<file path="config.mk">
export PLATFORM = sky130hd
export DESIGN_NAME = mcsft_ram
export DESIGN_NICKNAME = d
export VERILOG_FILES = /design/src/rtl/core/multicast_source_filter_table_assert.svh /design/src/rtl/core/mcsft_ram.sv
export SDC_FILE = /design/constraint.sdc
export NUM_CORES = 1
export LEC_CHECK = 0
export ABC_CLOCK_PERIOD_IN_PS = 5600
export BUFFER_PORTS_ARGS = -buffer_cell sky130_fd_sc_hd__buf_2
export CAP_MARGIN = 20
export CORE_MARGIN = 3
export CORE_UTILIZATION = 50
export CTS_CLUSTER_DIAMETER = 120
export DETAILED_ROUTE_END_ITERATION = 16
export GPL_TIMING_DRIVEN = 0
export MAX_ROUTING_LAYER = met4
export PLACE_DENSITY = 0.67
export SLEW_MARGIN = 10
export SYNTH_ARGS = -nofsm -noshare
export SYNTH_HDL_FRONTEND = slang
export SYNTH_SLANG_ARGS = --single-unit
</file>
<file path="constraint.sdc">
create_clock -name i_clk -period 5.6 [get_ports i_clk]
set_input_delay 1.12 -clock i_clk [delete_from_list [all_inputs] [get_ports i_clk]]
set_output_delay 1.12 -clock i_clk [all_outputs]
set_load 0.1 [all_outputs]
</file>
<file path="src/rtl/core/multicast_source_filter_table_assert.svh">
// assertion macros for the multicast source filter table
`ifndef MULTICAST_SOURCE_FILTER_TABLE_ASSERT_SVH
`define MULTICAST_SOURCE_FILTER_TABLE_ASSERT_SVH

`ifndef ASSERT_OFF

// same-cycle implication
`define MSFT_ASSERT_IMPL(lbl, ante, cons, msg) \
    lbl: assert property (@(posedge i_clk) disable iff (!i_rst_n) (ante) |-> (cons)) \
        else $error(msg);

// next-cycle implication
`define MSFT_ASSERT_NEXT(lbl, ante, cons, msg) \
    lbl: assert property (@(posedge i_clk) disable iff (!i_rst_n) (ante) |=> (cons)) \
        else $error(msg);

`else

`define MSFT_ASSERT_IMPL(lbl, ante, cons, msg)
`define MSFT_ASSERT_NEXT(lbl, ante, cons, msg)

`endif

`endif

</file>
<file path="src/rtl/core/mcsft_ram.sv">
module mcsft_ram #(
    parameter int WIDTH = 32,
    parameter int DEPTH = 16,
    localparam int AW = (DEPTH > 1) ? $clog2(DEPTH) : 1
)(
    input  logic             i_clk,
    input  logic             i_we,
    input  logic [AW-1:0]    i_waddr,
    input  logic [WIDTH-1:0] i_wdata,
    input  logic [AW-1:0]    i_raddr,
    output logic [WIDTH-1:0] o_rdata
);

    logic [WIDTH-1:0] r_mem [DEPTH];

    always_ff @(posedge i_clk) begin
        if (i_we) begin
            r_mem[i_waddr] <= i_wdata;
        end
        o_rdata <= r_mem[i_raddr];
    end

endmodule

</file>
== Word-level counts from Yosys, hierarchy flattened ==
Memory sizes are Yosys's and may differ from the RTL's. A register that Yosys moved wholly into a read port is not among the register bits.
Cells that the tools add are included.
Storage, ports and cells
  register bits after elaboration: 0
  bits in writable memories: 512
  output and inout port bits: 32
  memories: 1
Operators by class
  muxes and demuxes: 2
Memory list
  r_mem: depth 16, bits a word 32, rd ports 1, clocked after memory_dff 1, wr ports 1, line mcsft_ram.sv:14  | logic [WIDTH-1:0] r_mem [DEPTH];
Operators by type and width (count)
  $mux 1: 2

== Logic depth before layout (Yosys ltp) ==
  depth after elaboration: 2
  depth in mapped cells: 5
  depth with buffers taken out: 3

== Worst setup path after synthesis ==
No wires, ideal clock.
  path type: input-to-reg
  from: in i_waddr[2]
  to: mem r_mem[0][0], enable pin
  arrival: 3838 ps
  data required time: 5139 ps
  setup slack: 1300 ps
  stages: 2
  path buffers: 0
  cell sequence: or3b_2 nor3_1
RTL lines
  start: declaration: line mcsft_ram.sv:8  | input logic [AW-1:0] i_waddr,
  end: declaration: line mcsft_ram.sv:14
No word-level cell before the write port.

== Final worst setup path ==
  from: reg o_rdata[31] (read register of r_mem)
  to: out o_rdata[31]
RTL lines
  start: declaration: line mcsft_ram.sv:11  | output logic [WIDTH-1:0] o_rdata
No word-level cell between the ends.

==> flow_metrics.tcl <==
set metrics [dict create \
    worst-path-stages 1 \
    cpLargestDelayFamily "buffers and inverters" \
    synthSimpleGateAreaFrac_pct 1.273 \
    grt_pass1_wl_um 61730 \
    synth_fp_nets 880 \
    cts_resized 0 \
    initial_utilization_pct 51.02 \
    ys_seq_area_share_pct 80.67 \
    synth_cell_types 18 \
    r2r_start "r_mem[10][18]$_DFFE_PP_" \
    hold_violations 0 \
    yosysWarnings 0 \
    post-synth-top-area-fraction_pct 77.44 \
    die_height_um 205.3 \
    syn_area_um2 19850 \
    grt_setup_unrepaired "no" \
    firstDrtPassIters 5 \
    period_share_pct 45.27 \
    grt_usage_pct 20.95 \
    dp_slack_ns 2.514 \
    overflow 0 \
    clockBufferDepth 3 \
    crit_arrival_ns 1.42 \
    dp_hpwl_um 25610 \
    cp_num_buf_inv 1 \
    end_kind "primary output" \
    synth_area_leader_cell "edfxtp_1" \
    startpoint "o_rdata[31]$_DFF_P_" \
    wl_um 41830 \
    cpPeakStageDelay_ns 0.45 \
    r2r-end "o_rdata[18]$_DFF_P_" \
    num_rows 72 \
    synth-seq-cells 544 \
    peakVddDrop_mv 0.2445 \
    power.total_mw 8.716 \
    die_x_um 205.3 \
    crit_fanout 1 \
    cts-buffers-inserted 53 \
    h-tree-depth 2 \
    viasPerCell 5.950 \
    fmax_ghz 0.3945 \
    synth_top_family_by_area "multiplexers" \
    skew_ns 0.007151 \
    cts_num_sinks 544 \
    vias 9264 \
    drtIter0Drc 919 \
    worstMarginPinSlew_ns 0.9279 \
    syn_area_per_cell_um2 23.69 \
    design_area_um2 23230 \
    hold_class "register to register" \
    dpl-instance-area_um2 21490 \
    yosys.area_share.adder_pct 0 \
    die_area_um2 42140 \
    gp_congestion 0.7069 \
    grt_max_degree 20 \
    path_class "register to primary output" \
    n_fill_cell 2772 \
    rr_worst_depth 3 \
    antenna_found_initial 2 \
    stdcell_count 1557 \
    place_inst 1458 \
    cts_hold_buf 0 \
    port_buffers 71 \
    report.final.setup_viol 0 \
    clk-insertion-delay-late_ns 0.58 \
    tritoncts "done" \
    grt_pass1_vias 9393 \
    synth_xor_xnor_area_share_pct 0 \
    synth-compound-area-share_pct 2.420 \
    cts_setup_buffers 0 \
    cts.clk_slew.worst_paths_ns 0.06 \
    critPathRequiredTime_ns 4.48 \
    power_per_cell_area_nw_per_um2 375.3 \
    reg2reg_setup_slack_ns 4.25 \
    worst_path_max_delay_cell "buf_2" \
    remaining_drc_errors 0 \
    ctsRootBufferMaster "clkbuf_16" \
    syn2layout_area_growth_pct 16.98 \
    wl_per_cell_um 26.87 \
    fin_ws_ns 3.065 \
    synth_cells 838 \
    worstPathCellList "buf_2" \
    ios 74 \
    nets 1037 \
    crit_end "o_rdata[31]" \
    maxSlewViolCount 0 \
    synth.area.mux_share_pct 14.52 \
    setup_tns_ns 0 \
    slew_headroom_pct 38.14 \
    antenna_left 0 \
    synth.top_cells.by_area "edfxtp_1 77%, mux4_2 15%, dfxtp_1 3.2%" \
    core-area_um2 38920 \
    status "finished clean" \
    startpoint_type "register" \
    fin_crit_ns 2.535 \
    p_leak_nw 7.519 \
    layout-drive-gt1-share_pct 33.08 \
    drv_cap 0 \
]
[state kept, by name, indices dropped and copies added, names as in the netlist]
name	count
o_rdata	32
r_mem	512
[power breakdown]
part / internal (mW) / total, mW / switching [mW]
Sequential: 4.55 / 4.57 / 0.0226
Combinational: 0.174 / 0.611 / 0.437
Clock: 2.09 / 3.53 / 1.44
[placed cells by master (no fill, tap or decap)]
master     instances
clkinv_1           2
nand3b_1           2
clkbuf_8           9
mux4_2           128
nor2b_1            2
buf_16            11
a22oi_1           64
bufinv_16          5
buf_12             4
nand2b_1           2
or3b_2             1
clkbuf_1          33
edfxtp_1         512
nor3_2             4
buf_6              7
clkinv_2          11
nand2_1           33
clkinv_4           1
nor2_4            12
buf_4             22
dfxtp_1           32
and2_1             1
nand3_1            1
clkbuf_16         53
diode_2            2
nor2_1             1
buf_2             75
buf_1              9
[layer usage]
metal  GRT usage [%]  up-vias  part of all wire, %
met2           30.56      365                   47
li1                -     3902                    -
met4           5.394        0                  1.7
met1           31.76     4946                   44
met3           3.164       51                  7.1
met5               -        -                    0
[metrics by stage]
| stage | hold slack, ns | util [%] |
|---|---|---|
| finish | 0.6750 | 59.68 |
| global route | 0.7001 | 59.68 |
| CTS | 0.6789 | 59.67 |
| detailed placement | 0.6645 | 55.22 |
| global placement | 0.6539 | 53.59 |
| floorplan | 0.6349 | - |
[cell usage after synthesis]
library cell / number
a22oi_1: 64
dfxtp_1: 32
nor3_1: 4
buf_4: 11
buf_1: 9
mux4_2: 128
buf_2: 4
edfxtp_1: 512
nor2_1: 13
buf_6: 2
or3b_2: 1
clkbuf_1: 17
nand2_1: 33
nor2b_1: 2
nand3_1: 1
nand2b_1: 2
and2_1: 1
nand3b_1: 2
[kinds of logic (layout without fill, tap and decap cells)]
family / Yosys count / in the layout
buf+inv: 43 / 242
other cells: 0 / 2
simple gates: 59 / 59
flops: 544 / 544
compound gates: 64 / 64
mux: 128 / 128
[worst min path at each step]
stage,cells after the start,slack [ns],to,from
6_report,3,0.67,o_rdata[2]$_DFF_P_,r_mem[13][2]$_DFFE_PP_
5_1_grt,3,0.70,o_rdata[2]$_DFF_P_,r_mem[12][2]$_DFFE_PP_
4_1_cts,3,0.68,o_rdata[2]$_DFF_P_,r_mem[13][2]$_DFFE_PP_
3_5_place_dp,3,0.66,o_rdata[2]$_DFF_P_,r_mem[15][2]$_DFFE_PP_
3_3_place_gp,3,0.65,o_rdata[2]$_DFF_P_,r_mem[14][2]$_DFFE_PP_
2_1_floorplan,3,0.63,o_rdata[0]$_DFF_P_,r_mem[14][0]$_DFFE_PP_
[layout make-up]
cell class / count / area (um2) / share of cell area [%]
sequential: 544 / 16020 / 68.95
clock inverter: 19 / 221.5 / 0.9535
buffer: 43 / 222.7 / 0.9589
clock buffer: 78 / 1510 / 6.502
tap: 518 / 648.1 / 2.791
timing repair buffer: 102 / 877.1 / 3.776
antenna: 2 / 5.005 / 0.02155
multi-input combinational: 251 / 3726 / 16.04
Note: power is estimated with default switching activity, not from simulation.
